### config.mk
export PLATFORM = sky130hd
export DESIGN_NAME = mwp_front
export DESIGN_NICKNAME = d
export VERILOG_FILES = /design/src/hdl/mwp_pkg.sv /design/src/hdl/mwp_front.sv
export SDC_FILE = /design/constraint.sdc
export NUM_CORES = 1
export LEC_CHECK = 0
export BUFFER_PORTS_ARGS = -buffer_cell sky130_fd_sc_hd__buf_2
export CORE_MARGIN = 1.5
export CORE_UTILIZATION = 46
export CTS_BUF_LIST = sky130_fd_sc_hd__clkbuf_4
export CTS_CLUSTER_DIAMETER = 200
export DETAILED_ROUTE_END_ITERATION = 8
export PLACE_DENSITY_LB_ADDON = 0.08
export SLEW_MARGIN = 40
export SYNTH_ARGS = -nofsm -noshare
export SYNTH_HDL_FRONTEND = slang
export SYNTH_SLANG_ARGS = --single-unit
### constraint.sdc
create_clock -name clk -period 4.2 [get_ports clk]
set_input_delay 0.63 -clock clk [delete_from_list [all_inputs] [get_ports clk]]
set_output_delay 0.63 -clock clk [all_outputs]
set_load 0.03 [all_outputs]
### src/hdl/mwp_pkg.sv
// shared types and constants of the 3x3 material window packer
package mwp_pkg;

  localparam int NIB_W      = 4;
  localparam int NIBS       = 9;
  localparam int WIN_W      = NIB_W * NIBS;
  localparam int CFG_DATA_W = 11;
  localparam int CFG_IDX_W  = 2;
  localparam int CQ_DEPTH   = 4;
  localparam int RQ_DEPTH   = 4;

  // register indexes of the configuration port
  localparam logic [CFG_IDX_W-1:0] REG_GRID_WIDTH      = 2'd0;
  localparam logic [CFG_IDX_W-1:0] REG_GRID_HEIGHT     = 2'd1;
  localparam logic [CFG_IDX_W-1:0] REG_BORDER_MATERIAL = 2'd2;

  localparam logic [CFG_DATA_W-1:0] GRID_SIZE_RESET = 11'd1024;
  localparam logic [NIB_W-1:0]      BORDER_RESET    = 4'h0;

  // request opcodes
  localparam logic OP_SAMPLE = 1'b0;
  localparam logic OP_DRAIN  = 1'b1;

  typedef struct packed {
    logic             op;
    logic [NIB_W-1:0] material;
  } in_item_t;

  typedef struct packed {
    logic [WIN_W-1:0] neighborhood;
    logic             frame_last;
  } out_item_t;

  // classified request handed from the front to the back
  typedef struct packed {
    logic             drain;
    logic [NIB_W-1:0] material;
    logic             start;
    logic             emit_center;
    logic             emit_edge;
    logic             left_center;
    logic             left_edge;
    logic             top_row;
    logic             in_left;
    logic             in_right;
    logic             two_rows;
    logic             last;
  } cmd_t;

endpackage

### src/hdl/mwp_front.sv
// front end: configuration registers, raster counters and request classification
module mwp_front #(
  parameter int MAX_WIDTH  = 1024,
  parameter int MAX_HEIGHT = 1024,
  localparam int AW = (MAX_WIDTH > 1) ? $clog2(MAX_WIDTH) : 1,
  localparam int WW = $clog2(MAX_WIDTH + 1),
  localparam int HW = $clog2(MAX_HEIGHT + 1)
) (
  input  logic                                 clk,
  input  logic                                 rst,
  input  logic                                 cfg_valid,
  output logic                                 cfg_ready,
  input  logic [mwp_pkg::CFG_IDX_W-1:0]        cfg_index,
  input  logic [mwp_pkg::CFG_DATA_W-1:0]       cfg_data,
  input  logic                                 push,
  input  mwp_pkg::in_item_t                    item,
  input  logic                                 full,
  output logic                                 cmd_push,
  output mwp_pkg::cmd_t                        cmd,
  output logic [AW-1:0]                        cmd_col,
  output logic [mwp_pkg::NIB_W-1:0]            border
);
  import mwp_pkg::*;

  localparam int CWW = (WW > CFG_DATA_W) ? WW : CFG_DATA_W;
  localparam int CHW = (HW > CFG_DATA_W) ? HW : CFG_DATA_W;

  logic [CFG_DATA_W-1:0] grid_width, grid_width_next;
  logic [CFG_DATA_W-1:0] grid_height, grid_height_next;
  logic [NIB_W-1:0]      border_material, border_material_next;
  logic [AW-1:0]         column_count, column_count_next;
  logic [HW-1:0]         row_count, row_count_next;
  logic [AW-1:0]         drain_count, drain_count_next;

  logic [CWW-1:0] width_ext;
  logic [CHW-1:0] height_ext;
  logic [WW-1:0]  width_eff, width_m1;
  logic [HW-1:0]  height_eff;
  logic           accept, frame_done, last_col, drain_last, restart;

  assign cfg_ready = 1'b1;
  assign border    = border_material;

  always_comb begin
    // sizes clamped to 1..max
    width_ext  = CWW'(grid_width);
    height_ext = CHW'(grid_height);
    if (width_ext == '0) begin
      width_eff = WW'(1);
    end else if (width_ext > CWW'(MAX_WIDTH)) begin
      width_eff = WW'(MAX_WIDTH);
    end else begin
      width_eff = WW'(width_ext);
    end
    if (height_ext == '0) begin
      height_eff = HW'(1);
    end else if (height_ext > CHW'(MAX_HEIGHT)) begin
      height_eff = HW'(MAX_HEIGHT);
    end else begin
      height_eff = HW'(height_ext);
    end
    width_m1   = width_eff - WW'(1);
    last_col   = (WW'(column_count) == width_m1);
    drain_last = (WW'(drain_count) == width_m1);
    frame_done = (row_count >= height_eff);
    accept     = push && !full;

    cmd          = '0;
    cmd.material = item.material;
    cmd_col      = column_count;
    cmd_push     = 1'b0;
    restart      = 1'b0;

    grid_width_next      = grid_width;
    grid_height_next     = grid_height;
    border_material_next = border_material;
    column_count_next    = column_count;
    row_count_next       = row_count;
    drain_count_next     = drain_count;

    if (item.op == OP_DRAIN) begin
      cmd.drain    = 1'b1;
      cmd.in_left  = (drain_count != '0);
      cmd.in_right = !drain_last;
      cmd.two_rows = (height_eff != HW'(1));
      cmd.last     = drain_last;
      cmd_col      = drain_count;
      cmd_push     = accept && frame_done;
      if (cmd_push) begin
        drain_count_next = drain_count + AW'(1);
        restart          = drain_last;
      end
    end else begin
      cmd.start       = (column_count == '0) && (row_count == '0);
      cmd.emit_center = (row_count != '0) && (column_count != '0);
      cmd.emit_edge   = (row_count != '0) && last_col;
      cmd.left_center = (column_count == AW'(1));
      cmd.left_edge   = (column_count == '0);
      cmd.top_row     = (row_count == HW'(1));
      cmd_push        = accept && !frame_done;
      if (cmd_push) begin
        if (last_col) begin
          column_count_next = '0;
          row_count_next    = row_count + HW'(1);
        end else begin
          column_count_next = column_count + AW'(1);
        end
      end
    end

    if (cfg_valid && cfg_ready) begin
      case (cfg_index)
        REG_GRID_WIDTH: begin
          grid_width_next = cfg_data;
          restart         = 1'b1;
        end
        REG_GRID_HEIGHT: begin
          grid_height_next = cfg_data;
          restart          = 1'b1;
        end
        REG_BORDER_MATERIAL: begin
          border_material_next = cfg_data[NIB_W-1:0];
          restart              = 1'b1;
        end
        default: begin
        end
      endcase
    end

    if (restart) begin
      column_count_next = '0;
      row_count_next    = '0;
      drain_count_next  = '0;
    end
  end

  always_ff @(posedge clk) begin
    if (rst) begin
      grid_width      <= GRID_SIZE_RESET;
      grid_height     <= GRID_SIZE_RESET;
      border_material <= BORDER_RESET;
      column_count    <= '0;
      row_count       <= '0;
      drain_count     <= '0;
    end else begin
      grid_width      <= grid_width_next;
      grid_height     <= grid_height_next;
      border_material <= border_material_next;
      column_count    <= column_count_next;
      row_count       <= row_count_next;
      drain_count     <= drain_count_next;
    end
  end

endmodule

# After elaboration in Yosys (flattened, before gate mapping)
# Index checks and enable logic that the tools add are counted.
[classes] eq_ne=7 bitwise_logic=1 reduce_logical=25 n_div=0 shift=0 mul=0 order_cmp=3 muxes=14 addsub=4
[op_table] op="11-bit two-way mux" n=4
[op_table] op="11-bit logical NOT" n=3
[op_table] op="10-bit by 11-bit == test with 1-bit output" n=2
[op_table] op="11-bit > comparator, second input constant" n=2
[op_table] op="10-bit by 1-bit adder with 10-bit output, second input constant" n=2
[op_table] op="10-bit two-way mux" n=2
[op_table] op="10-bit nonzero test" n=2
[op_table] op="11-bit by 1-bit adder with 11-bit output, second input constant" n=1
[op_table] op="11-bit by 1-bit == test with 1-bit output, second input constant" n=1
[op_table] op="11-bit greater-or-equal comparator" n=1
[op_table] op="11-bit by 1-bit != test with 1-bit output, second input constant" n=1
[op_table] op="11-bit nonzero test" n=1
[op_table] op="11-bit by 1-bit subtractor with 11-bit output, second input constant" n=1
[op_table] op="10-bit by 1-bit == test with 1-bit output, second input constant" n=1
[op_table] op="10-bit logical NOT" n=1
[op_table] op="2-bit AND reduction" n=5
[op_table] op="1-bit logical AND" n=6
[op_table] op="1-bit two-way mux" n=6
[op_table] op="6-bit two-way mux" n=1
[op_table] op="4-bit two-way mux" n=1
[op_table] op="1-bit logical NOT" n=3
[op_table] op="3-bit AND reduction" n=1
[op_table] op="3-bit OR reduction" n=1
[op_table] op="2-bit by 1-bit == test with 1-bit output, second input constant" n=1
[op_table] op="4 further kinds" n=4
[word_totals] ramBits=0 romBits=0 output_inout_bits=31 latch_bits=0 memories=0 reg_bits=57

# Logic depth before layout (Yosys ltp)
[logic_depth] ltp_word=10 depth_mapped=13

# Worst setup path after synthesis
# No wires, ideal clock.
[synth_path] path_kind="flip-flop to output port" start="reg grid_width[3]" end="out cmd[7] (netlist name)" n_path_buf=2 path_slack_ps=183 arrival_ps=3387 path_stages_with_launch=13 path_cell_list="dfxtp_1 > buf_6 > nor4_1 > a31oi_1 > or2_2 > ha_1 > xnor2_1 > a21oi_1 > o311ai_0 > nor4_4 > nand3_4 > buf_6 > nor4b_2"
[synth_rtl] element="from (decl)" line="mwp_front.sv:28" rtl="logic [CFG_DATA_W-1:0] grid_width, grid_width_next;"
[synth_rtl] element="from (signal assigned)" line="mwp_front.sv:146" rtl="grid_width <= grid_width_next;"
[synth_rtl] element="to (decl)" line="mwp_front.sv:19" rtl="output mwp_pkg::cmd_t cmd,"

==> results by stage <==
Route:
- For this block, the routed nets add up to about 11 mm of wire.
- The first-pass iteration count of the detailed router is 4.
- The routed layout has 3,732 vias.
- The residual DRC count is 0.
- The routed wire length per instance is 17.5 um.
- The via density per instance is 5.77.
- After the first detailed-routing iteration, the DRC count stood at 192.
- Once detail routing completed, the nets flagged for antenna violations numbered 0.

Synth:
- The synthesized flop and latch total is 57.
- During synthesis, Yosys emitted a total of 0 warnings.
- The number of instances in the synthesized netlist is 506.
- Counting instances in the post-synthesis netlist gives the leading cell types as sky130_fd_sc_hd__nand2_1, sky130_fd_sc_hd__dfxtp_1, sky130_fd_sc_hd__nor2_1, sky130_fd_sc_hd__a21oi_1, sky130_fd_sc_hd__clkbuf_1.
- The share of synthesized area occupied by flip-flops and latches is 28.1%.
- When the netlist entered floorplanning its net count stood at 549.
- Yosys attributes the largest share of cell area to sky130_fd_sc_hd__dfxtp_1, sky130_fd_sc_hd__ha_1, sky130_fd_sc_hd__nand2_1, sky130_fd_sc_hd__mux2i_1, sky130_fd_sc_hd__xnor2_1.
- In the synthesized netlist the async set-or-reset flop fraction comes to 0%.
- The dominant cell by count in the synthesized netlist is sky130_fd_sc_hd__nand2_1.
- Of the post-synthesis cell area, the dominant cell type holds 28.1%.
- Counting flops with a built-in enable in the synthesized netlist gives 0.
- The post-synthesis cell type count is 67.
- The main flop type after synthesis is sky130_fd_sc_hd__dfxtp_1.
- The cell area that synthesis handed to floorplanning was approximately 4100 um^2.
- After synthesis, the mean cell area works out to 8.01 um^2.
- The largest total area in the synthesized netlist belongs to sky130_fd_sc_hd__dfxtp_1.

Die:
- 54 I/O pins were placed.
- The die covers 9380 um^2.
- The area inside the core boundary is 8640 um^2.
- The width of the die is between 90 and 100 um.
- The die extent in y is 96.9 um.
- The initial core utilization is ~47%.
- In this run the core area contains 34 standard-cell rows.

Placement:
- Including well taps, the total number of placed cells is 631.
- The number of buffer cells added on primary ports is 44.
- Detailed placement finished with a half-perimeter wire length of 8.43 mm.
- The placed instances occupy a cell area of approximately 4300 um^2.
- At the end of routability-driven placement, the weighted congestion stood at 0.924.

Setup path:
- Traced cell by cell, the critical path runs through nor4_4 -> a31oi_1 -> or2_2 -> ha_1 -> nand4bb_1 -> a21oi_1 -> nor3b_1 -> o2111ai_2 -> or2_2 -> nor4b_2 -> buf_2.
- Counting stages on the worst path, the most repeated cell is sky130_fd_sc_hd__or2_2.
- The logic depth of the worst setup path including buffers is 11.
- The worst setup path is launched from a register.
- The startpoint of the most critical setup path is grid_width[3].
- The flop-to-flop setup slack is 870 ps.
- On the worst path, the slowest cell contributes a delay of 410 ps.
- Data arrives at the worst endpoint at roughly 3400 ps.
- The source of the worst register-to-register timing path is grid_width[3].
- The number of buffers and inverters on the critical path is 1.
- The slowest stage of the critical path belongs to the cell sky130_fd_sc_hd__or2_2.
- The maximum net fanout on the critical path is 6.
- The cell type group with the largest total delay on the critical path is simple AND/OR/NAND/NOR gates.
- The critical path is of the register to primary output type.
- The element type at the critical path end is a primary output.
- The worst register-to-register path ends at row_count[10].
- The worst setup path endpoint is cmd[7].
- Measured in cells, the most critical reg-to-reg path has a length of 11.
- The required time reported for the critical path endpoint is 3570 ps.

Hold path:
- The worst min-delay path class is primary input to register.

Clocking:
- The number of buffers between clock root and the deepest sink is 2.
- The sink count of the clock tree is 57.
- The cell at the root of the clock tree is sky130_fd_sc_hd__clkbuf_4.
- Gates resized during post-CTS repair numbered 2.
- The clock latency on the worst-skew pair is 430 ps.
- The number of buffers inserted by hold repair at cts is 0.
- TritonCTS created 9 clock buffers.
- In this run the number of H-tree levels came out at 3.
- Clock-pin slew was measured on the worst setup and hold paths at 120 ps.
- TritonCTS built the clock tree.
- The number of buffers added for setup after CTS is 0.

STA:
- The minimum period implied by the final worst setup slack is 4010 ps.
- The total of endpoints with negative setup slack in the final report is 0.
- Headroom to the max-slew limit came out at 39.9%.
- The clock skew after layout is 34.5 ps.
- The slew at the pin with the worst max-slew slack is 890 ps.
- The post-route clock period utilization is 95.5%.
- The count of endpoints failing hold in the final timing report is 0.
- The highest attainable clock frequency is 249 MHz.
- The final hold slack is 454 ps.
- The final number of max-transition violations was 0.

Finish:
- From synthesis to final layout, the design area changed by 12.3%.
- Once layout is complete, the utilization of the core stands at 52.7%.
- The post-route standard cell area excluding fillers is between 4000 and 5000 um^2.
- The final layout contains just under 600 nets.
- The layout cell share with drive strength beyond 1 is 20.8%.
- Excluding fillers, the count of instances in the completed layout stands at about 650.
- 0 antenna diodes ended up in the layout.

GRT:
- The number of antenna violations at the first check in global routing is 0.
- The wire length of the first global-routing pass is ~19 mm.
- The total overflow left after global routing is 0.
- Across every metal layer, demand over resource in global routing totals 24.6%.
- The maximum number of pins on one net before global-route repair is 29.
- The number of global-route vias before repair is 3,607.

Run:
- The tool flagged a number of max-cap violations equal to 0.

Pwr:
- The total power draw is between 1000 and 1500 uW.
- The worst-case IR drop observed on VDD is 0.151 mV.
- The leakage power summed over all cells is 0.00174 uW.
- In this run the power density over the cells is 281 nW/um^2.

Run status:
- The run finished with clean final reports.
==> metrics by stage <==
stage / setup WS [ps] / TNS [ps]
floorplan: 183 / 0
global placement: 472 / 0
detailed placement: 406 / 0
CTS: 65.3 / 0
global route: -31.3 / -31.3
finish: 188 / 0
==> sequential cells by signal, summed over array words and instances (netlist names) <==
signal,flops
drain_count,10
grid_width,11
column_count,10
row_count,11
grid_height,11
border,4
==> layout by cell type (no fill, tap or decap), types with 3 or more instances in the layout <==
cell / instances
sky130_fd_sc_hd__a21o_1: 6
sky130_fd_sc_hd__nor4_2: 3
sky130_fd_sc_hd__dfxtp_2: 5
sky130_fd_sc_hd__xnor2_1: 21
sky130_fd_sc_hd__nor4b_2: 3
sky130_fd_sc_hd__or4_1: 6
sky130_fd_sc_hd__a21oi_2: 3
sky130_fd_sc_hd__nor2_1: 42
sky130_fd_sc_hd__clkbuf_4: 9
sky130_fd_sc_hd__nor4_1: 17
sky130_fd_sc_hd__nand4_1: 12
sky130_fd_sc_hd__nor3b_1: 3
sky130_fd_sc_hd__buf_2: 44
sky130_fd_sc_hd__o21ai_0: 23
sky130_fd_sc_hd__xor2_1: 7
sky130_fd_sc_hd__nand3_1: 8
sky130_fd_sc_hd__inv_1: 15
sky130_fd_sc_hd__or2_2: 3
sky130_fd_sc_hd__nand2_1: 61
sky130_fd_sc_hd__nor4_4: 3
sky130_fd_sc_hd__nor3_1: 20
sky130_fd_sc_hd__nor3_2: 4
sky130_fd_sc_hd__nor2b_1: 6
sky130_fd_sc_hd__or3_1: 6
sky130_fd_sc_hd__a21oi_1: 25
sky130_fd_sc_hd__nand3b_1: 4
sky130_fd_sc_hd__a31oi_1: 5
sky130_fd_sc_hd__mux2_2: 6
sky130_fd_sc_hd__mux2i_1: 20
sky130_fd_sc_hd__ha_1: 20
sky130_fd_sc_hd__bufinv_16: 3
sky130_fd_sc_hd__buf_4: 11
sky130_fd_sc_hd__dfxtp_1: 52
sky130_fd_sc_hd__o211ai_1: 8
sky130_fd_sc_hd__and3_1: 9
==> worst min-delay path by stage <==
stage,from,to,slack [ps],cells past startpoint
after global routing,cfg_data[5],grid_height[5],440,3
after floorplan,grid_height[0],grid_height[0],440,2
after CTS,cfg_data[10],grid_height[10],440,3
final,cfg_data[10],grid_height[10],450,3
after detailed placement,grid_height[0],grid_height[0],450,2
after global placement,grid_height[0],grid_height[0],450,2
==> cell families (layout without fill, tap and decap cells) <==
logic type,Yosys count,in the layout,synth area share [%]
AO/OA/AOI/OAI,91,91,14.6
XOR/XNOR,28,28,6.05
adder cells (fa/ha/maj),20,20,6.17
buffers and inverters,54,87,6.42
flip-flops,57,57,28.1
multiplexers,26,26,6.60
other,1,1,0.0925
AND/OR/NAND/NOR,229,229,31.9
==> tightest hold or removal path, stage by stage <==
cell                       delay (ps)
sky130_fd_sc_hd__buf_2            100
sky130_fd_sc_hd__nand2_1           50
sky130_fd_sc_hd__nand3b_1          70
==> power breakdown <==
group,internal [uW],switching (uW)
sequential,550,13.6
combinational,59.6,101
clock,307,246
total,917,361
==> metal layers <==
metal  vias up  track usage, %  routed length [um]
li1       1885               -                   -
met4         0            7.58                 174
met1      1743            36.6                5660
met2        90            37.0                4950
met3        14            3.11                 519
met5         -               0                   0
==> area by class of cell <==
class / count / area [um^2]
Clock buffer: 9 / 67.6
Clock inverter: 7 / 125
Fill cell: 855 / 4090
Inverter: 16 / 60.1
Multi-Input combinational cell: 395 / 2710
Sequential cell: 57 / 1150
Tap cell: 108 / 135
Timing Repair Buffer: 55 / 303
Power figures use the tool's default switching activity.
