$ cat config.mk
export PLATFORM = sky130hd
export DESIGN_NAME = mwp_cmd_fifo
export DESIGN_NICKNAME = d
export VERILOG_FILES = /design/src/hdl/mwp_pkg.sv /design/src/hdl/mwp_cmd_fifo.sv
export SDC_FILE = /design/constraint.sdc
export NUM_CORES = 1
export LEC_CHECK = 0
export BUFFER_PORTS_ARGS = -buffer_cell sky130_fd_sc_hd__buf_2
export CAP_MARGIN = 30
export CELL_PAD_IN_SITES_DETAIL_PLACEMENT = 1
export CELL_PAD_IN_SITES_GLOBAL_PLACEMENT = 1
export CORE_MARGIN = 2
export CORE_UTILIZATION = 32
export DETAILED_ROUTE_END_ITERATION = 10
export GPL_TIMING_DRIVEN = 0
export PLACE_DENSITY = 0.62
export SLEW_MARGIN = 20
export SYNTH_ARGS = -nofsm -noshare
export SYNTH_HDL_FRONTEND = slang
export SYNTH_SLANG_ARGS = --single-unit
$ cat constraint.sdc
create_clock -name clk -period 3.6 [get_ports clk]
set_input_delay 0.54 -clock clk [delete_from_list [all_inputs] [get_ports clk]]
set_output_delay 0.54 -clock clk [all_outputs]
set_load 0.005 [all_outputs]
$ cat src/hdl/mwp_pkg.sv
// shared types and constants of the 3x3 material window packer
package mwp_pkg;

  localparam int NIB_W      = 4;
  localparam int NIBS       = 9;
  localparam int WIN_W      = NIB_W * NIBS;
  localparam int CFG_DATA_W = 11;
  localparam int CFG_IDX_W  = 2;
  localparam int CQ_DEPTH   = 4;
  localparam int RQ_DEPTH   = 4;

  // register indexes of the configuration port
  localparam logic [CFG_IDX_W-1:0] REG_GRID_WIDTH      = 2'd0;
  localparam logic [CFG_IDX_W-1:0] REG_GRID_HEIGHT     = 2'd1;
  localparam logic [CFG_IDX_W-1:0] REG_BORDER_MATERIAL = 2'd2;

  localparam logic [CFG_DATA_W-1:0] GRID_SIZE_RESET = 11'd1024;
  localparam logic [NIB_W-1:0]      BORDER_RESET    = 4'h0;

  // request opcodes
  localparam logic OP_SAMPLE = 1'b0;
  localparam logic OP_DRAIN  = 1'b1;

  typedef struct packed {
    logic             op;
    logic [NIB_W-1:0] material;
  } in_item_t;

  typedef struct packed {
    logic [WIN_W-1:0] neighborhood;
    logic             frame_last;
  } out_item_t;

  // classified request handed from the front to the back
  typedef struct packed {
    logic             drain;
    logic [NIB_W-1:0] material;
    logic             start;
    logic             emit_center;
    logic             emit_edge;
    logic             left_center;
    logic             left_edge;
    logic             top_row;
    logic             in_left;
    logic             in_right;
    logic             two_rows;
    logic             last;
  } cmd_t;

endpackage

$ cat src/hdl/mwp_cmd_fifo.sv
// small request queue between the front and the back
module mwp_cmd_fifo #(
  parameter int DATA_W = 24,
  localparam int PW = $clog2(mwp_pkg::CQ_DEPTH)
) (
  input  logic              clk,
  input  logic              rst,
  input  logic              wr_en,
  input  logic [DATA_W-1:0] wr_data,
  output logic              full,
  input  logic              rd_en,
  output logic              empty,
  output logic [DATA_W-1:0] rd_data
);
  import mwp_pkg::*;

  logic [DATA_W-1:0] slots [CQ_DEPTH];
  logic [PW-1:0]     wr_ptr, rd_ptr;
  logic [PW:0]       count;
  logic              do_wr, do_rd;

  assign full    = (count == (PW+1)'(CQ_DEPTH));
  assign empty   = (count == '0);
  assign rd_data = slots[rd_ptr];
  assign do_wr   = wr_en && !full;
  assign do_rd   = rd_en && !empty;

  always_ff @(posedge clk) begin
    if (rst) begin
      wr_ptr <= '0;
      rd_ptr <= '0;
      count  <= '0;
    end else begin
      wr_ptr <= wr_ptr + PW'(do_wr);
      rd_ptr <= rd_ptr + PW'(do_rd);
      count  <= count + (PW+1)'(do_wr) - (PW+1)'(do_rd);
    end
  end

  always_ff @(posedge clk) begin
    if (do_wr) begin
      slots[wr_ptr] <= wr_data;
    end
  end

endmodule

# Word-level counts from Yosys, hierarchy flattened
# Memories as Yosys holds them, arrays and structs flattened. A register that Yosys moved wholly into a read port is not among the register bits.
# Index checks and enable logic that the tools add are counted.
# Widths: inputs -> output; s select.
# totals
regBits,7
ramBits,96
inputBits,28
out_inout_bits,26
mem_count,1
# classes
addsub,4
n_eq_ne,1
muxes,3
reduce_logical,5
# memory_table
memory,depth,word_bits,rd,rd_clocked_by_memory_dff,write_ports,line,text
slots,4,24,1,1,1,mwp_cmd_fifo.sv:17,logic [DATA_W-1:0] slots [CQ_DEPTH];
# ops
cell,n
$add 2x1->2,2
$add 3x1->3,1
$eq 3x3->1 const B,1
$logic_not 3->1,1
$sub 3x1->3,1
$logic_and 1x1->1,2
$logic_not 1->1,2
$mux 1,2
$mux 2,1

# Depth between registers and ports, before layout
# Gate-level depths: netlist (run 1).
# depth
ltp_word,5
depth_mapped,9

# Least setup slack after synthesis (run 1)
# No wires, ideal clock.
# synth_path
path_kind,register to register
startpoint,register count[2]
endpoint,memory slots[1][0] (enable)
setup_ns,0.440
arrival_time_ns,2.499
t_required_ns,3.160
path_slack_ns,0.661
stages_incl_launch_ff,4
synth_period_minus_slack_ns,2.939
cell_sequence,dfxtp_1 > nor3b_2 > nand2b_4 > nor3b_1
# synth_between
elab_chain_cells,5
# synth_lines
item,line,text
"start, declared",mwp_cmd_fifo.sv:19,logic [PW:0] count;
"start signal, assigned",mwp_cmd_fifo.sv:36,count <= count + (PW+1)'(do_wr) - (PW+1)'(do_rd);
$eq 3x3->1,mwp_cmd_fifo.sv:22,assign full = (count == (PW+1)'(CQ_DEPTH));
named net full,mwp_cmd_fifo.sv:10,"output logic full,"
$logic_not 1->1,mwp_cmd_fifo.sv:25,assign do_wr = wr_en && !full;
$logic_and 1x1->1,mwp_cmd_fifo.sv:25,
$mux 1,mwp_cmd_fifo.sv:41,if (do_wr) begin
$mux 1 (implied by the code),mwp_cmd_fifo.sv:42,slots[wr_ptr] <= wr_data;
"end, declared",mwp_cmd_fifo.sv:17,
# The timed path passes the listed nets, and every way through them passes these cells.

==> results of run 1 <==
[per-layer routing]
layer | part of all wire | track usage | routed length (µm)
met1 | 0.44 | 0.148 | 3040
met2 | 0.50 | 0.188 | 3470
met3 | 0.036 | 0.0282 | 251
met4 | 0.019 | 0.0561 | 129
met5 | 0 | 0 | 0
[cell families after synthesis]
kind of cell / after synthesis / share of synthesized area
buffers and inverters: 8 / 0.0192
AOI/OAI and AO/OA: 2 / 0.00552
adders and majority gates: 3 / 0.0117
and+or+nand+nor: 15 / 0.0253
xor gates and xnor gates: 6 / 0.0136
muxes: 24 / 0.140
DFF: 103 / 0.784
[worst max-delay path: stages, from the launching register on]
cell and delay (ns):
dfxtp_1 0.30, buf_2 0.21, buf_2 0.33, mux4_2 0.37
buf_2 0.15
[state kept, by name, indices dropped and copies added (netlist names)]
register and flops:
rd_ptr 2, count 3, slots 96, wr_ptr 2
[placed cells by master (no fill, tap or decap), drive strengths merged, types with 2 or more instances in the layout]
master   n
mux4    24
xor2     2
nor3b    3
nand2b   2
clkbuf  11
bufinv   4
dfxtp    7
buf     68
xnor2    4
inv      2
edfxtp  96
ha       2
nor2     4
nor2b    3
nor3     2
[path summary, 6_finish.rpt]
kind	start	to	slack [ns]	depth (start not counted)
worst min-delay path	wr_data[2]	slots[0][2]	0.42	1
worst max-delay path	rd_ptr[1]	rd_data[16]	1.35	4
worst max register to register	count[2]	count[2]	1.52	9
worst min register to register	wr_ptr[1]	wr_ptr[1]	0.59	2
[cell usage after synthesis, types with 2 or more instances]
cell | instances | area share
nor3b_1 | 2 | 0.0039
nor3_1 | 2 | 0.0026
xor2_1 | 2 | 0.0045
dfxtp_1 | 7 | 0.036
buf_12 | 2 | 0.010
xnor2_1 | 4 | 0.0091
nor2b_1 | 3 | 0.0049
mux4_2 | 24 | 0.14
nor2_1 | 4 | 0.0039
edfxtp_1 | 96 | 0.75
buf_2 | 3 | 0.0039
ha_1 | 2 | 0.0065
[cell type report]
class,count,share of cell area
sequential,103,0.633
buffer,6,0.0139
tap,147,0.0385
multi-input combinational,50,0.162
clock inverter,5,0.0270
timing repair buffer,62,0.0736
clock buffer,11,0.0508
inverter,2,0.00157
[power by group]
group / total [W] / switching (W) / leakage [nW] / internal [W]
sequential: 0.00151 / 0.0000514 / 0.937 / 0.00146
clock: 0.00117 / 0.000403 / 0.180 / 0.000770
combinational: 0.000776 / 0.000345 / 0.521 / 0.000432
[through the flow]
step / power, W / TNS, ns
detailed placement: 0.00234 / 0
global route: 0.00363 / 0
CTS: 0.00352 / 0
floorplan: 0.00203 / 0
global placement: 0.00230 / -59.78
finish: 0.00346 / 0
==> flow_summary.toml, run 1 <==
[clock_network]
ctsLongestPathBuffers = 2
path_clk_slew_ns = 0.07
postCtsHoldBufs = 0
postCtsSetupBuffers = 0
cts_resized = 0
clock_sinks = 103
cts_tree = "built"
cts_root_buf = "clkbuf_16"
h-tree-depth = 3
cts_made_buffers = 9
clock_latency_ns = 0.33

[logic_synthesis]
seq_area_frac_synth = 0.784
async_reset_ff_frac = 0
post_synth_instance_area_um2 = 3850
synth_nets = 192
synth.avg_cell_area_um2 = 23.9
ys_types = 22
ys.flop_type = "edfxtp_1"
ys_warn_count = 0
syn_inst = 161
synth_edf_count = 96
synth_seq_cells = 103

[status]
status = "completed"

[detailed_routing]
drtAntennaViolNets = 0
drt-wirelength-per-cell_um = 17.9
drc = 0
drt_iter0_drc = 64
detail_route.first_pass.iterations = 4
vias = 1776
viasPerCell = 4.60
wirelength_mm = 6.89

[floorplan]
die_w_um = 114
start_util = 0.325
die_h_um = 114
ios = 54
rows = 40
die_area_um2 = 12900
core_um2 = 11900

[placement]
dpl.cell_count = 370
hpwl_mm = 4.76
gp_congestion = 0.673
pre_cts_slack_ns = 1.49
io_buffer_count = 53
place_area_um2 = 4410

[timing]
finalCritPeriodShare = 0.625
slew_headroom = 0.553
rsz0062_at_grt = "false"
period_needed_ns = 2.25
fmax_mhz = 445
drv_slew = 0
worst_slew_pin_slew_ns = 0.670
fin_skew_ns = 0.00472
worst_hold_slack_ns = 0.417
finalHoldViolCount = 0
final-setup-viol-count = 0
layout_setup_ws_ns = 1.35

[setup_path]
criticalPathCategory = "reg2out"
crit_arrival_ns = 1.71
path_max_fanout = 10
critPathLaunchType = "flip-flop"
crit_path_end_kind = "primary output"
crit_required_ns = 3.06

[cells_and_area]
multiInputGateArea_um2 = 773
nets = 265
finalCoreUtilization = 0.403
finalInstanceArea_um2 = 4780
fill_cells = 1130
fin_cells = 386
regArea_um2 = 3020
drive_gt1_frac = 0.481
n_antenna_cell = 0
synthToLayoutAreaGrowth_pct = 24.0

[global_route]
grt_max_degree = 25
grt_pass1_vias = 1878
antenna_found_initial = 0
track_usage = 0.116
overflow = 0
grt_first_pass_wirelength_mm = 10.9

[power_and_ir_drop]
ir_worst_vdd_uv = 284
p_leak_nw = 1.64
power_density_nw_per_um2 = 724

[hold_path]
hold_path_class = "in2reg"

[flow_run]
cap_violations = 0
Note: power is estimated with default switching activity, not from simulation.
==> run 2: changes to the inputs <==
--- a/config.mk
+++ b/config.mk
@@ -13,7 +13,7 @@
 export CORE_UTILIZATION = 32
 export DETAILED_ROUTE_END_ITERATION = 10
 export GPL_TIMING_DRIVEN = 0
-export PLACE_DENSITY = 0.62
+export PLACE_DENSITY = 0.64
 export SLEW_MARGIN = 20
 export SYNTH_ARGS = -nofsm -noshare
 export SYNTH_HDL_FRONTEND = slang
==> constraint.sdc (replaced) <==
create_clock -name clk -period 1.8 [get_ports clk]
set_input_delay 0.27 -clock clk [delete_from_list [all_inputs] [get_ports clk]]
set_output_delay 0.27 -clock clk [all_outputs]
set_load 0.005 [all_outputs]
==> run 2 against run 1 <==
  * The flow now finishes with violations (negative setup slack)
  * Worst setup slack worse by 1.5 ns
  * Wire length up 6.8%
  * Non-clock buffer count up 13
  * Critical path depth unchanged
  * Register-to-register slack worse by 1.6 ns
  * Power up 98%
  * Clock skew up 0.0014 ns
  * Core utilization up 1.5 points
  * Sequential power up 100%
  * Critical endpoint is now rd_data[13]
==> flow_summary.toml, run 2 (synthesis results as in run 1) <==
[timing]
drv_slew = 0
fin_skew_ns = 0.00614
period_needed_ns = 1.90
finalHoldViolCount = 0
finalCritPeriodShare = 1.06
layout_setup_ws_ns = -0.101
worst_slew_pin_slew_ns = 0.413
fmax_mhz = 526
setup_tns_ns = -1.50
slew_headroom = 0.725
rsz0062_at_grt = "true"
final-setup-viol-count = 25

[setup_path]
crit_arrival_ns = 1.63
criticalPathCategory = "reg2out"
crit_path_end_kind = "primary output"
rrSetupSlack_ns = -0.08
path_max_fanout = 7
critPathLaunchType = "flip-flop"
crit_required_ns = 1.53

[cells_and_area]
finalCoreUtilization = 0.418
fill_cells = 1141
finalInstanceArea_um2 = 4950
regMostFlops = "slots"
reg_top3 = "slots: 96 flops, count: 3 flops"
largest_reg_flops = 96
final_cell_mix = "96 x edfxtp_1, 53 x buf_2, 24 x mux4_2"
n_antenna_cell = 0
regArea_um2 = 3030
mostFrequentLayoutCell = "edfxtp_1"
drive_gt1_frac = 0.540
synthToLayoutAreaGrowth_pct = 28.6
nets = 278
multiInputGateArea_um2 = 831

[global_route]
top_usage_layer = "met2"
overflow = 0
grt_use_met3 = 0.0399
grt_first_pass_wirelength_mm = 11.1
grt_use_met1 = 0.145
grt_pass1_vias = 2033
grt_max_degree = 25
track_usage = 0.120
antenna_found_initial = 0
use_met2 = 0.201

[detailed_routing]
wirelength_mm = 7.37
detail_route.first_pass.iterations = 4
vias = 1849
drt-wirelength-per-cell_um = 18.5
drtAntennaViolNets = 0
drc = 0
viasPerCell = 4.63
drt_iter0_drc = 101

[floorplan]
rows = 40
core_um2 = 11900
die_h_um = 114
die_area_um2 = 12900
start_util = 0.325
ios = 54
die_w_um = 114

[clock_network]
h-tree-depth = 3
cts_made_buffers = 9
clock_latency_ns = 0.34
cts_root_buf = "clkbuf_16"
clock_sinks = 103
path_clk_slew_ns = 0.07
ctsLongestPathBuffers = 2
cts_tree = "built"
postCtsHoldBufs = 0

[placement]
hpwl_mm = 4.64
gp_congestion = 0.667
place_area_um2 = 4440
io_buffer_count = 53
pre_cts_slack_ns = -0.260

[power_and_ir_drop]
ir_worst_vdd_uv = 701
p_leak_nw = 1.69
total_power_w = 0.00685
power_density_nw_per_um2 = 1380

[flow_run]
cap_violations = 0

[status]
status = "finished with violations"
violations = "negative setup slack"

[hold_path]
hold_path_class = "in2reg"
==> run 2: changes by cell type in the layout (fill, tap and decap cells not counted), sizes merged <==
cell	before	now
bufinv	4	0
clkbuf	11	13
clkinv	1	0
clkinvlp	0	4
buf	68	80
==> run 2: cell type report <==
cell class,instances,area share
Timing Repair Buffer,75,0.106
Multi-Input combinational cell,50,0.168
Clock buffer,12,0.0518
Inverter,2,0.00202
Clock inverter,4,0.00606
Sequential cell,103,0.612
Tap cell,147,0.0371
Buffer,6,0.0177
==> run 2: path summary, 6_finish.rpt <==
kind                                endpoint  cells past startpoint         from
worst min-delay path            slots[2][13]                      1  wr_data[13]
worst min register to register      count[2]                      3     count[2]
worst max register to register      count[2]                      9     count[1]
worst max-delay path             rd_data[13]                      4    rd_ptr[0]
==> run 2: layer usage <==
| metal | routed length (µm) | vias to the layer above | share of wire |
|---|---|---|---|
| li1 | - | 837 | - |
| met1 | 3070 | 959 | 0.42 |
| met2 | 3850 | 46 | 0.52 |
| met3 | 339 | 7 | 0.046 |
| met4 | 110 | 0 | 0.015 |
| met5 | 0 | - | 0 |
==> run 2: repair_timing <==
item	CTS	global route
gates resized for setup	11	9
gates cloned	1	1
hold endpoints to repair	0	0
endpoints found under the setup margin	63	46
buffers inserted	6	8
pin swaps	2	2
==> run 2: stage by stage <==
stage,hold slack (ns),std cells
2_1_floorplan,0.333,161
3_3_place_gp,0.484,361
3_5_place_dp,0.494,367
4_1_cts,0.130,390
5_1_grt,0.136,399
6_report,0.142,399
==> run 2: power by group <==
| group | internal [W] | leakage, nW | switching [W] |
|---|---|---|---|
| Combinational | 0.00117 | 0.627 | 0.000792 |
| Sequential | 0.00293 | 0.939 | 0.000125 |
| Clock | 0.00101 | 0.127 | 0.000821 |
| Total | 0.00511 | 1.69 | 0.00174 |
==> run 2: critical path, cell delays in order (launching register included) <==
cell and delay [ns]:
dfxtp_2 0.34, buf_12 0.14, buf_12 0.13, mux4_2 0.52, buf_2 0.15
==> run 3: changes to the inputs <==
--- a/config.mk
+++ b/config.mk
@@ -7,13 +7,11 @@
 export LEC_CHECK = 0
 export BUFFER_PORTS_ARGS = -buffer_cell sky130_fd_sc_hd__buf_2
 export CAP_MARGIN = 30
-export CELL_PAD_IN_SITES_DETAIL_PLACEMENT = 1
-export CELL_PAD_IN_SITES_GLOBAL_PLACEMENT = 1
 export CORE_MARGIN = 2
 export CORE_UTILIZATION = 32
 export DETAILED_ROUTE_END_ITERATION = 10
 export GPL_TIMING_DRIVEN = 0
-export PLACE_DENSITY = 0.64
+export PLACE_DENSITY = 0.58
 export SLEW_MARGIN = 20
 export SYNTH_ARGS = -nofsm -noshare
 export SYNTH_HDL_FRONTEND = slang
==> run 3 against run 2 <==
  * The run still ends with negative setup slack left
  * Hold slack lost 0.0015 ns
  * Final area is 0.71% lower
  * Sequential power about the same
  * Count of clock-buffer cells in the layout down 3
  * Via count unchanged
  * Worst setup slack better by 0.0098 ns
  * Cell count fell by 0.75%
  * Wire length down 5.9%
  * Fmax is 0.52% higher
  * Register-to-register slack barely moved
  * Critical path depth did not move
  * Critical path type unchanged
==> flow_summary.toml, run 3 (synthesis results as in run 1) <==
[status]
status = "finished with violations"
violations = "negative setup slack"

[floorplan]
start_util = 0.325
core_um2 = 11900
ios = 54
die_area_um2 = 12900
rows = 40
die_w_um = 114
die_h_um = 114

[global_route]
grt_use_met1 = 0.145
antenna_found_initial = 0
grt_first_pass_wirelength_mm = 10.5
grt_pass1_vias = 1871
top_usage_layer = "met2"
grt_use_met3 = 0.0446
grt_max_degree = 25
overflow = 0
use_met2 = 0.176
track_usage = 0.113

[hold_path]
hold_path_class = "in2reg"
holdCritStartpoint = "wr_data[21]"
whs_path_depth = 1
holdPathEnd = "slots[0][21]"

[power_and_ir_drop]
power_density_nw_per_um2 = 1370
p_leak_nw = 1.68
total_power_w = 0.00676
ir_worst_vdd_uv = 667

[clock_network]
path_clk_slew_ns = 0.07
cts_made_buffers = 9
cts_root_buf = "clkbuf_16"
clock_latency_ns = 0.34
h-tree-depth = 3
ctsLongestPathBuffers = 2
cts_tree = "built"
clock_sinks = 103

[cells_and_area]
n_antenna_cell = 0
synthToLayoutAreaGrowth_pct = 27.7
reg_top3 = "slots: 96 flops, count: 3 flops"
regMostFlops = "slots"
nets = 275
finalInstanceArea_um2 = 4920
final_cell_mix = "96 x edfxtp_1, 54 x buf_2, 24 x mux4_2"
drive_gt1_frac = 0.530
mostFrequentLayoutCell = "edfxtp_1"
largest_reg_flops = 96
fill_cells = 1045

[timing]
finalCritPeriodShare = 1.05
layout_setup_ws_ns = -0.0911
fmax_mhz = 529
drv_slew = 0
slew_headroom = 0.538
finalHoldViolCount = 0
rsz0062_at_grt = "true"
period_needed_ns = 1.89
final-setup-viol-count = 26
worst_slew_pin_slew_ns = 0.693
fin_skew_ns = 0.00837

[detailed_routing]
detail_route.first_pass.iterations = 5
drtAntennaViolNets = 0
drt_iter0_drc = 167
vias = 1849
drt-wirelength-per-cell_um = 17.5
viasPerCell = 4.67
wirelength_mm = 6.93
drc = 0

[placement]
hpwl_mm = 4.44
pre_cts_slack_ns = -0.221
place_area_um2 = 4450
gp_congestion = 0.686
io_buffer_count = 53

[setup_path]
r2r_end = "count[2]"
rr_worst_depth = 9
timing.rr.start = "count[1]"
crit_path_end_kind = "primary output"
critPathLaunchType = "flip-flop"
crit_arrival_ns = 1.62
path_max_fanout = 6
rrSetupSlack_ns = -0.07
criticalPathCategory = "reg2out"
crit_required_ns = 1.53

[flow_run]
cap_violations = 0
## run 3: changes by cell type in the layout (fill, tap and decap cells not counted), sizes merged
| cell | change |
|---|---|
| buf | -3 |
| clkbuf | -3 |
| inv | +3 |
| clkinv | +2 |
| clkinvlp | -2 |
## run 3: how the worst max path moves through the flow
stage | end | depth (start not counted) | startpoint | slack, ns
after floorplan | count[2] | 9 | count[2] | -0.12
after global placement | slots[1][9] | 3 | count[0] | -0.55
final | rd_data[20] | 4 | rd_ptr[0] | -0.09
after detailed placement | slots[2][9] | 5 | count[0] | -0.22
after CTS | rd_data[13] | 4 | rd_ptr[0] | -0.14
after global routing | count[2] | 9 | count[1] | -0.18
## run 3: cell type report
class	count	area, µm²	area share
flip-flops and latches	103	3040	0.617
multi-input cells	50	820	0.167
clock buffers	9	225	0.0458
plain buffers	6	87.6	0.0178
clock inverters	7	53.8	0.0109
inverters	2	7.51	0.00153
repair buffers	72	507	0.103
well taps	147	184	0.0374
## run 3: critical path: stages (launching register included)
cell and delay [ns]:
dfxtp_2 0.34, buf_12 0.14, buf_12 0.13, mux4_2 0.52, buf_2 0.15
## run 3: metrics by stage
stage	hold slack [ns]	instances	util	setup TNS, ns
after floorplan	0.333	161	-	-0.477
after global placement	0.484	361	0.367	-48.33
after detailed placement	0.492	367	0.375	-4.49
after CTS	0.125	393	0.409	-2.51
after global routing	0.127	396	0.415	-4.35
final	0.140	396	0.415	-1.65
## run 3: where the power goes
part	total (W)	internal [W]	leakage, nW	switching (W)
clock network	0.00179	0.000949	0.130	0.000841
logic	0.00192	0.00114	0.608	0.000785
registers	0.00305	0.00293	0.939	0.000117
total	0.00676	0.00502	1.68	0.00174
## run 3: repair_timing
| action | in CTS | in global routing |
|---|---|---|
| resized for setup | 13 | 5 |
| pin swaps | 7 | 5 |
| hold buffers | 0 | 0 |
| gates cloned | 1 | 1 |
| setup buffers | 9 | 2 |
| setup endpoints to repair | 64 | 60 |
## run 3: per-layer routing
metal	up-vias	share of wire
li1	837	-
met1	949	0.44
met2	54	0.49
met3	9	0.062
met4	0	0.012
met5	-	0
