--- src/hdl/mwp_pkg.sv ---
// shared types and constants of the 3x3 material window packer
package mwp_pkg;

  localparam int NIB_W      = 4;
  localparam int NIBS       = 9;
  localparam int WIN_W      = NIB_W * NIBS;
  localparam int CFG_DATA_W = 11;
  localparam int CFG_IDX_W  = 2;
  localparam int CQ_DEPTH   = 4;
  localparam int RQ_DEPTH   = 4;

  // register indexes of the configuration port
  localparam logic [CFG_IDX_W-1:0] REG_GRID_WIDTH      = 2'd0;
  localparam logic [CFG_IDX_W-1:0] REG_GRID_HEIGHT     = 2'd1;
  localparam logic [CFG_IDX_W-1:0] REG_BORDER_MATERIAL = 2'd2;

  localparam logic [CFG_DATA_W-1:0] GRID_SIZE_RESET = 11'd1024;
  localparam logic [NIB_W-1:0]      BORDER_RESET    = 4'h0;

  // request opcodes
  localparam logic OP_SAMPLE = 1'b0;
  localparam logic OP_DRAIN  = 1'b1;

  typedef struct packed {
    logic             op;
    logic [NIB_W-1:0] material;
  } in_item_t;

  typedef struct packed {
    logic [WIN_W-1:0] neighborhood;
    logic             frame_last;
  } out_item_t;

  // classified request handed from the front to the back
  typedef struct packed {
    logic             drain;
    logic [NIB_W-1:0] material;
    logic             start;
    logic             emit_center;
    logic             emit_edge;
    logic             left_center;
    logic             left_edge;
    logic             top_row;
    logic             in_left;
    logic             in_right;
    logic             two_rows;
    logic             last;
  } cmd_t;

endpackage

--- src/hdl/mwp_result_queue.sv ---
// result queue, takes up to two results per cycle
module mwp_result_queue #(
  localparam int PW = $clog2(mwp_pkg::RQ_DEPTH)
) (
  input  logic               clk,
  input  logic               rst,
  input  logic [1:0]         push,
  input  mwp_pkg::out_item_t data0,
  input  mwp_pkg::out_item_t data1,
  output logic               room,
  output logic               empty,
  input  logic               pop,
  output mwp_pkg::out_item_t head
);
  import mwp_pkg::*;

  out_item_t     slots [RQ_DEPTH];
  logic [PW-1:0] wr_ptr, rd_ptr;
  logic [PW:0]   count;
  logic          do_pop;

  assign empty  = (count == '0);
  assign room   = (count <= (PW+1)'(RQ_DEPTH - 2));
  assign head   = slots[rd_ptr];
  assign do_pop = pop && !empty;

  always_ff @(posedge clk) begin
    if (rst) begin
      wr_ptr <= '0;
      rd_ptr <= '0;
      count  <= '0;
    end else begin
      wr_ptr <= wr_ptr + PW'(push[0]) + PW'(push[1]);
      rd_ptr <= rd_ptr + PW'(do_pop);
      count  <= count + (PW+1)'(push[0]) + (PW+1)'(push[1]) - (PW+1)'(do_pop);
    end
  end

  always_ff @(posedge clk) begin
    if (push[0]) begin
      slots[wr_ptr] <= data0;
    end
    if (push[1]) begin
      slots[wr_ptr + PW'(1)] <= data1;
    end
  end

endmodule

--- config.mk ---
export PLATFORM = sky130hd
export DESIGN_NAME = mwp_result_queue
export DESIGN_NICKNAME = d
export VERILOG_FILES = /design/src/hdl/mwp_pkg.sv /design/src/hdl/mwp_result_queue.sv
export SDC_FILE = /design/constraint.sdc
export NUM_CORES = 1
export LEC_CHECK = 0
export BUFFER_PORTS_ARGS = -buffer_cell sky130_fd_sc_hd__clkbuf_2
export CAP_MARGIN = 20
export CORE_AREA = 2 2 112 168
export CTS_CLUSTER_DIAMETER = 30
export DETAILED_ROUTE_END_ITERATION = 16
export DIE_AREA = 0 0 114 170
export PLACE_DENSITY_LB_ADDON = 0.2
export SLEW_MARGIN = 20
export SYNTH_ARGS = -nofsm -noshare
export SYNTH_HDL_FRONTEND = slang
export SYNTH_SLANG_ARGS = --single-unit
export TNS_END_PERCENT = 20
--- constraint.sdc ---
create_clock -name clk -period 3.3 [get_ports clk]
set_input_delay 0.165 -clock clk [delete_from_list [all_inputs] [get_ports clk]]
set_output_delay 0.165 -clock clk [all_outputs]
set_load 0.01 [all_outputs]
Word level (Yosys, flattened, before mapping)

Memories as Yosys holds them, arrays and structs flattened. A register that Yosys moved wholly into a read port is not among the register bits.
Index checks and enable logic that the tools add are counted.

RAM bits: 148
Flip-flop bits (word level): 7
Logic and storage cells: 20
Memory bits (read-only): 0
Output and inout port bits: 39
Latch bits: 0
Memories: 1

Memory list:

| memory | words | bits a word | rd ports | clocked after Yosys merged registers in | write ports | line                   | RTL |
|---|---|---|---|---|---|---|---|
| slots  | 4     | 37          | 1        | 1                                       | 2           | mwp_result_queue.sv:17 | `out_item_t slots [RQ_DEPTH];` |

Reduce and logical (&&, ||, !) cells: 3
Divide/modulo/power cells: 0
Add/sub/neg operators: 7
$lt $le $gt $ge: 1
Multiply operators: 0
Bitwise gates (word level): 0
Multiplexer cells: 5
Shifts and indexed selects: 0
Equality and inequality tests: 0

Operator list:

| operator            | count |
|---|---|
| $add 2x1->2         | 3 |
| $add 3x1->3         | 2 |
| $mux 1              | 4 |
| $le 3x2->1 const B  | 1 |
| $logic_not 3->1     | 1 |
| $sub 3x1->3         | 1 |
| $add 2x1->2 const B | 1 |
| $mux 2              | 1 |
| $logic_and 1x1->1   | 1 |
| $logic_not 1->1     | 1 |

Longest topological paths before layout

Gate-level depths: netlist of run 1.

Word-level depth: 5
Gate-level depth with buffers: 8
Gate-level depth less buffers: 8

Least setup slack after synthesis of run 1

No wires, ideal clock.

Path kind: register to register
From: register wr_ptr[0]
To: memory slots[0][0] (netlist name) (enable)
Stages on the path, launching flop included: 3
Setup slack: -0.381 ns
Setup time: 0.483 ns
Data arrival time: 3.198 ns
Clock period less this slack: 3.681 ns
Path through: dfxtp_1 > nand2b_1 > o21ai_0

RTL lines:

| element                  | line                   | RTL |
|---|---|---|
| start: declaration       | mwp_result_queue.sv:18 | `logic [PW-1:0] wr_ptr, rd_ptr;` |
| start signal: assignment | mwp_result_queue.sv:33 | `wr_ptr <= wr_ptr + PW'(push[0]) + PW'(push[1]);` |
| end: declaration         | mwp_result_queue.sv:17 |  |

==> flow_summary.json, run 1 <==
{
  "hold_path_class": "in -> reg",
  "num_rows": 60,
  "powerDensity_nw_per_um2": 665.7,
  "ys_seq_elements": 155,
  "combPwrFrac_pct": 26.4,
  "crit_type": "reg -> out",
  "worst-path-max-fanout": 25,
  "first_global_vias": 4474,
  "drtPass1Iterations": 4,
  "maximum_number_of_pins_on_one_net_before_global_route_repair": 39,
  "fp.dieArea_um2": 19380,
  "critical_path_buf_inv_count": 2,
  "clkSinkCount": 155,
  "hold_path.startpoint": "rst",
  "synth-warning-count": 0,
  "worst_setup_path_end_kind": "output pin",
  "layout_common_cells": "edfxtp_1, clkbuf_2, mux2_2, mux2_4, mux4_2",
  "mappedNetlistArea_um2": 7878,
  "synth.yosys.seq_area_share_pct": 58.20,
  "drt_iter0_markers": 171,
  "start_util_pct": 44.09,
  "critical_path.startpoint": "rd_ptr[0]$_SDFF_PP0_",
  "vias_per_cell": 5.381,
  "clock_power_share_pct": 31.5,
  "largest_family_of_logic_cells_by_synthesized_area": "multiplexers",
  "drc_violation_count_after_routing": 0,
  "synth_cell_type_count": 25,
  "cts_root_buf": "clkbuf_16",
  "vias": 4057,
  "layout.cells.most_common": "edfxtp_1",
  "tightest_slew_ns": 0.8458,
  "synth_top_area_share_pct": 56.42,
  "buffer_ports.inserted": 117,
  "met3_length_um": 676,
  "setup.worst_path.start_class": "flop",
  "cts_tree": "built",
  "setup_tns_ns": 0,
  "overall_power_after_layout_mw": 6.179,
  "worst_clock_skew_ns": 0.008662,
  "p_leak_nw": 3.557,
  "maxUsedRoutingLayer": "met4",
  "synthToLayoutAreaGrowth_pct": 17.84,
  "report.final.setup_viol": 0,
  "routedWlPerCell_um": 22.04,
  "maxCapViolations": 0,
  "clock_insertion_delay_worst_skew_ns": 0.41,
  "share_of_synthesized_cell_area_in_full_adder_half_adder_and_majority_cells_pct": 1.239,
  "syn_avg_cell_area_um2": 19.64,
  "post_cts.resized_instances": 0,
  "grt_setup_unrepaired": "false",
  "cts_hold_buffers": 0,
  "wl_met2_um": 8945,
  "maximum_clock_frequency_ghz": 0.4328,
  "grt_pass1_wl_um": 25230,
  "gp_congestion": 0.7444,
  "cts_buffer_depth": 2,
  "grt_antenna_before_repair": 0,
  "worstPathArrival_ns": 2.15,
  "top_level_ports": 118,
  "max-vdd-ir-drop_v": 0.0004524,
  "cpLargestDelayFamily": "flip-flops",
  "clock_tree.htree_level_count": 4,
  "worst_ep_required_time_ns": 3.13,
  "switching_share_pct": 27.88,
  "max-slew-margin-rel_pct": 43.61,
  "worst_path_max_delay_cell": "dfxtp_2",
  "timing_hold_violations_final": 0,
  "synthMuxAreaShare_pct": 35.10,
  "cts_setup_buffers": 0,
  "parity_gate_share_of_the_synthesized_area_counting_xor_and_xnor_cells_pct": 0.3335,
  "synth_cells": 401,
  "slew_violations": 0,
  "path_clk_slew_ns": 0.06,
  "netlist.top_cell.by_area": "edfxtp_1",
  "antenna-diode-count": 0,
  "syn_nets": 486,
  "finalWorstPathRequiredPeriod_ns": 2.311,
  "grt_overflow": 0,
  "detail_route.wirelength_um": 16620,
  "post_route_cells_drive_above_1_share_pct": 65.74,
  "drt.antenna.violating_nets": 0,
  "run_status": "complete, no violations",
  "crit_chain": "buf_12 -> mux4_2 -> clkbuf_2",
  "final.period_utilization_pct": 70.02,
  "die_height_um": 170,
  "p_seq_share_pct": 42.1,
  "netSwitchingPower_mw": 1.723,
  "synthSimpleGateAreaFrac_pct": 1.461,
  "cell_types_with_the_largest_area_share_after_synthesis": "edfxtp_1, mux2_4, mux2_2",
  "grt.total_usage_pct": 17.80,
  "tritoncts.num_buffers": 17,
  "critical-path-max-stage-delay_ns": 0.68,
  "final_net_count": 609,
  "cell_internal_pwr_mw": 4.457,
  "regToRegStartpoint": "wr_ptr[0]$_SDFF_PP0_",
  "placeableCoreArea_um2": 17870,
  "die_width_um": 114,
  "drt-met1-wl_um": 6668,
  "synth_compound_area_share_pct": 0.2224,
  "dpl.hpwl_um": 10290
}
## per-stage QoR
step	setup slack [ns]	cell area, um^2	cells	util [%]	hold WS, ns
floorplan	-0.3809	7878	401	-	0.2366
global placement	1.036	8665	721	48.49	0.4257
detailed placement	0.9970	8665	721	48.49	0.4436
CTS	0.8855	9255	753	51.80	0.002937
global route	0.8241	9283	754	51.95	0.02953
finish	0.9893	9283	754	51.95	0.01604
## state kept, by name (all words and copies together) (netlist names)
signal and count:
rd_ptr 2, count 3, slots 148, wr_ptr 2
## kinds of logic after synthesis
family,Yosys count
and+or+nand+nor,17
AOI/OAI and AO/OA,3
xor gates and xnor gates,3
DFF,155
buffers and inverters,31
adders and majority gates,6
muxes,186
## cells in the mapped netlist
cell / n
ha_1: 3
nand3b_1: 1
buf_2: 7
mux2_2: 80
nor2_1: 6
a21o_1: 1
mux2_4: 68
nand3b_4: 1
fa_1: 3
nor3b_2: 1
o21ai_0: 2
nand2b_1: 1
buf_12: 3
mux2i_1: 1
dfxtp_1: 7
buf_6: 11
nor3_1: 1
mux4_2: 37
nand3_2: 1
edfxtp_1: 148
inv_1: 6
buf_4: 4
xnor2_1: 2
xor2_1: 1
nor2b_1: 5
## routing by layer
metal | vias up | GRT usage [%]
met1 | 2058 | 20.88
met4 | 0 | 5.992
met5 | - | 0
met3 | 25 | 3.917
li1 | 1873 | -
met2 | 101 | 32.01
## area by class of cell
class	instances	area (um^2)
fillers	1488	8584
flip-flops and latches	155	4587
multi-input cells	215	3065
repair buffers	129	745.7
clock buffers	18	429.2
well taps	217	271.5
clock inverters	14	161.4
inverters	6	22.52
## power groups by stage
| stage | registers, mW | clock network, mW | logic [mW] |
|---|---|---|---|
| floorplan | 2.57 | 0 | 1.17 |
| global placement | 2.64 | 0 | 1.63 |
| detailed placement | 2.66 | 0 | 1.65 |
| CTS | 2.62 | 1.99 | 1.66 |
| global route | 2.64 | 2.07 | 1.76 |
| finish | 2.60 | 1.95 | 1.63 |
## final timing paths
| kind | end | slack [ns] | cells past startpoint |
|---|---|---|---|
| max reg2reg | slots[2][21]$_DFFE_PP_ | 1.08 | 3 |
| min | rd_ptr[1]$_SDFF_PP0_ | 0.02 | 2 |
| max | head[5] | 0.99 | 3 |
| min reg2reg | count[2]$_SDFF_PP0_ | 0.67 | 4 |
Power figures use the tool's default switching activity.
==> inputs of run 2 (changes only) <==
clock period = 2.1 ns   (was 3.3 ns; I/O delays follow)
==> flow_summary.json, run 2 (synthesized netlist as in run 1, its figures left out) <==
{
  "run_status": "complete, no violations",
  "hold_path_class": "in -> reg",
  "grt_overflow": 0,
  "cts_buffer_depth": 2,
  "slew_violations": 0,
  "worst-path-max-fanout": 3,
  "clock_insertion_delay_worst_skew_ns": 0.42,
  "grt_pass1_wl_um": 25970,
  "worstPathArrival_ns": 2.35,
  "drt-met1-wl_um": 6350,
  "setup.worst_path.start_class": "flop",
  "gp_congestion": 0.7274,
  "vias_per_cell": 5.419,
  "die_height_um": 170,
  "report.final.setup_viol": 0,
  "maximum_number_of_pins_on_one_net_before_global_route_repair": 32,
  "buffer_ports.inserted": 117,
  "cell_internal_pwr_mw": 7.771,
  "final.period_utilization_pct": 95.17,
  "top_level_ports": 118,
  "maxCapViolations": 0,
  "path_clk_slew_ns": 0.06,
  "clock_power_share_pct": 33.6,
  "cts_tree": "built",
  "clkSinkCount": 155,
  "layout_setup_ws_ns": 0.1015,
  "die_width_um": 114,
  "pre_cts_ws_ns": -0.04934,
  "timing_hold_violations_final": 0,
  "detail_route.wirelength_um": 17220,
  "n_fill_cell": 1435,
  "drt_iter0_markers": 196,
  "grt_setup_unrepaired": "false",
  "start_util_pct": 44.09,
  "maxUsedRoutingLayer": "met4",
  "maximum_clock_frequency_ghz": 0.5004,
  "layout_common_cells": "edfxtp_1, clkbuf_2, mux2_2, mux2_4, mux4_2",
  "grt_antenna_before_repair": 2,
  "first_global_vias": 4639,
  "wl_met2_um": 9858,
  "switching_share_pct": 25.64,
  "max-vdd-ir-drop_v": 0.0005398,
  "biggest_register": "slots",
  "layout.cells.most_common": "edfxtp_1",
  "combPwrFrac_pct": 27.8,
  "overall_power_after_layout_mw": 10.45,
  "worst_setup_path_end_kind": "flop",
  "setup_tns_ns": 0,
  "powerDensity_nw_per_um2": 1084,
  "tritoncts.num_buffers": 17,
  "num_rows": 60,
  "netSwitchingPower_mw": 2.679,
  "dpl.hpwl_um": 11280,
  "max-slew-margin-rel_pct": 57.23,
  "worst_ep_required_time_ns": 2.46,
  "met3_length_um": 726,
  "p_seq_share_pct": 38.6,
  "largest_register_ff_count": 148,
  "post_route_cells_drive_above_1_share_pct": 67.39,
  "vias": 4194,
  "drt.antenna.violating_nets": 0,
  "crit_type": "reg -> reg",
  "finalWorstPathRequiredPeriod_ns": 1.998,
  "routedWlPerCell_um": 22.25,
  "cts_root_buf": "clkbuf_16",
  "worst_clock_skew_ns": 0.009794,
  "placeableCoreArea_um2": 17870,
  "tightest_slew_ns": 0.6391,
  "drc_violation_count_after_routing": 0,
  "final_net_count": 627,
  "p_leak_nw": 3.725,
  "drtPass1Iterations": 5,
  "grt.total_usage_pct": 18.40,
  "largest_registers": "slots (148), count (3)",
  "fp.dieArea_um2": 19380,
  "clock_tree.htree_level_count": 4,
  "synthToLayoutAreaGrowth_pct": 22.40
}
[run 2: changes by cell type in the layout (fill, tap and decap cells not counted), sizes merged]
cell	change
inv	-5
diode	+2
bufinv	+5
dlygate4sd3	+1
clkinv	-1
buf	+17
clkbuf	+1
[run 2: worst max-delay path, cell delays in order (launching register included)]
cell,delay (ns)
dfxtp_2,0.34
nor3_4,0.20
nor2b_1,0.09
ha_1,0.28
inv_1,0.04
fa_2,0.34
fa_2,0.52
nor2b_2,0.12
[run 2: path summary, 6_finish.rpt]
kind                   startpoint                    end  slack, ns  cells past startpoint
max           count[1]$_SDFF_PP0_    count[1]$_SDFF_PP0_       0.10                      7
max reg2reg   count[1]$_SDFF_PP0_    count[1]$_SDFF_PP0_       0.10                      7
min reg2reg  rd_ptr[1]$_SDFF_PP0_   rd_ptr[1]$_SDFF_PP0_       0.66                      2
min                      data0[8]  slots[1][8]$_DFFE_PP_       0.03                      2
[run 2: cell type report]
cell class                 count  area, um^2  area share, %
inverter                       6       22.52         0.2336
antenna                        2       5.005        0.05191
sequential                   155        4591          47.61
multi-input combinational    215        3084          31.99
clock inverter                13       246.5          2.556
tap                          217       271.5          2.816
timing repair buffer         147       988.4          10.25
clock buffer                  19       432.9          4.490
[run 2: power groups by stage]
stage / registers, mW / logic (mW) / clock network, mW
after floorplan: 4.03 / 1.84 / 0
after global placement: 4.11 / 2.74 / 0
after detailed placement: 4.14 / 2.79 / 0
after CTS: 4.08 / 2.80 / 3.57
after global routing: 4.07 / 3.12 / 3.70
final: 4.03 / 2.91 / 3.51
[run 2: metrics by stage]
step	hold slack (ns)	instance area (um^2)	utilization (%)	std cells
2_1_floorplan	0.1766	7878	-	401
3_3_place_gp	0.3742	8870	49.64	733
3_5_place_dp	0.3860	8870	49.64	733
4_1_cts	0.01523	9564	53.53	766
5_1_grt	0.01893	9642	53.96	774
6_report	0.03328	9642	53.96	774
[run 2: metal layers]
layer / track usage, % / up-vias
li1: - / 1898
met1: 19.58 / 2159
met2: 35.12 / 118
met3: 4.416 / 19
met4: 5.992 / 0
met5: 0 / -
[run 2: timing repair]
action / CTS / global route
endpoints found under the setup margin: 2 / 8
setup buffers: 0 / 6
endpoints found under the hold margin: 7 / 0
gates resized for setup: 1 / 5
hold buffers: 1 / 0
pin swaps: 0 / 1
==> inputs of run 3 (changes only) <==
clock period = 2 ns   (was 2.1 ns; I/O delays follow)
==> flow_summary.json, run 3 (synthesized netlist as in run 1, its figures left out) <==
{
  "run_status": "complete, but fails checks",
  "failed_checks": "negative setup slack",
  "clock_insertion_delay_worst_skew_ns": 0.42,
  "gp_congestion": 0.6992,
  "clkSinkCount": 155,
  "setup_tns_ns": -0.007188,
  "post-route-util_pct": 53.09,
  "switching_share_pct": 26.69,
  "n_fill_cell": 1483,
  "largest_register_ff_count": 148,
  "combPwrFrac_pct": 28.9,
  "first_global_vias": 4717,
  "post-route-cell-area_um2": 9485,
  "worst_clock_skew_ns": 0.006020,
  "layout.cells.most_common": "edfxtp_1",
  "die_height_um": 170,
  "grt_pass1_wl_um": 25740,
  "vias_per_cell": 5.377,
  "p_seq_share_pct": 41.0,
  "drt_iter0_markers": 171,
  "worst_ep_required_time_ns": 2.36,
  "drtPass1Iterations": 4,
  "drc_violation_count_after_routing": 0,
  "num_rows": 60,
  "worst_path_max_delay_cell": "fa_2",
  "grt.total_usage_pct": 18.39,
  "antenna-diode-count": 0,
  "biggest_register": "slots",
  "path_clk_slew_ns": 0.06,
  "max-slew-margin-rel_pct": 69.28,
  "dpl.hpwl_um": 11030,
  "worstPathArrival_ns": 2.37,
  "fp.dieArea_um2": 19380,
  "detail_route.wirelength_um": 17030,
  "maxCapViolations": 0,
  "die_width_um": 114,
  "overall_power_after_layout_mw": 10.36,
  "maximum_number_of_pins_on_one_net_before_global_route_repair": 32,
  "max-vdd-ir-drop_v": 0.0006454,
  "report.final.setup_viol": 1,
  "top_level_ports": 118,
  "cts_buffer_depth": 2,
  "final_net_count": 624,
  "maximum_clock_frequency_ghz": 0.4982,
  "clock_tree.htree_level_count": 4,
  "timing_hold_violations_final": 0,
  "synthToLayoutAreaGrowth_pct": 20.41,
  "post_route_cells_drive_above_1_share_pct": 66.73,
  "drt.antenna.violating_nets": 0,
  "placeableCoreArea_um2": 17870,
  "setup.worst_path.start_class": "flop",
  "worst_setup_path_end_kind": "flop",
  "clock_power_share_pct": 30.1,
  "vias": 4124,
  "grt_overflow": 0,
  "slew_violations": 0,
  "worst-path-max-fanout": 2,
  "tightest_slew_ns": 0.4479,
  "cts_root_buf": "clkbuf_16",
  "cts_tree": "built",
  "grt_setup_unrepaired": "true",
  "powerDensity_nw_per_um2": 1092,
  "crit_type": "reg -> reg",
  "netSwitchingPower_mw": 2.765,
  "tritoncts.num_buffers": 17,
  "final.period_utilization_pct": 100.4,
  "crit_chain": "nor3_4 -> nor2b_2 -> ha_1 -> inv_1 -> fa_2 -> fa_2 -> nor2b_2",
  "dpl-instance-area_um2": 8865,
  "hold_path_class": "in -> reg",
  "layout_setup_ws_ns": -0.007188,
  "finalWorstPathRequiredPeriod_ns": 2.007,
  "grt_antenna_before_repair": 0,
  "cell_internal_pwr_mw": 7.596,
  "buffer_ports.inserted": 117,
  "start_util_pct": 44.09,
  "worst-r2r-setup-slack_ns": -0.007,
  "critical-path-max-stage-delay_ns": 0.52,
  "largest_registers": "slots (148), count (3)",
  "layout_common_cells": "edfxtp_1, clkbuf_2, mux2_2, mux2_4, mux4_2",
  "routedWlPerCell_um": 22.21,
  "p_leak_nw": 3.659
}
==> run 3: path summary, 6_finish.rpt <==
check                             from                    end  cells past startpoint
hold reg to reg   wr_ptr[1]$_SDFF_PP0_   wr_ptr[1]$_SDFF_PP0_                      2
setup reg to reg   count[0]$_SDFF_PP0_    count[1]$_SDFF_PP0_                      7
hold / removal                data0[9]  slots[1][9]$_DFFE_PP_                      2
setup / recovery   count[0]$_SDFF_PP0_    count[1]$_SDFF_PP0_                      7
==> run 3: layer usage <==
layer / wire length [um] / global-route usage (%)
met5: 0 / 0
met1: 6248 / 19.47
met3: 708 / 4.523
met4: 385 / 6.893
met2: 9690 / 34.68
==> run 3: timing repair <==
item	4_1_cts	5_1_grt
buffers inserted	1	1
pin swaps	0	3
resized for setup	1	6
setup endpoints to repair	4	2
hold buffers	1	0
hold endpoints to repair	7	0
==> run 3: stage by stage <==
step | hold slack, ns | instances | worst slack (ns)
2_1_floorplan | 0.1716 | 401 | -0.6872
4_1_cts | 0.005057 | 766 | -0.01593
6_report | 0.01943 | 767 | -0.007188
3_3_place_gp | 0.3726 | 734 | 0.02682
5_1_grt | 0.01227 | 767 | -0.05293
3_5_place_dp | 0.3820 | 734 | -0.06025
==> run 3: power by group through the flow <==
stage	clock network (mW)	registers [mW]	logic (mW)
after floorplan	0	4.24	1.93
after global placement	0	4.32	2.89
after detailed placement	0	4.35	2.93
after CTS	3.18	4.24	3.03
after global routing	3.30	4.28	3.22
final	3.12	4.24	3.00
==> run 3: layout make-up <==
cell class | count | area, um^2 | share of cell area, %
sequential | 155 | 4591 | 48.40
multi-input combinational | 215 | 3087 | 32.54
timing repair buffer | 144 | 953.4 | 10.05
clock buffer | 18 | 429.2 | 4.524
tap | 217 | 271.5 | 2.862
clock inverter | 12 | 131.4 | 1.385
inverter | 6 | 22.52 | 0.2374
==> run 3: worst max-delay path, delay by kind of cell (launching register included) <==
family	cells	cell delay, ns
buffers and inverters	1	0.05
adder cells (fa/ha/maj)	3	1.15
flip-flops	1	0.33
AND/OR/NAND/NOR	3	0.42
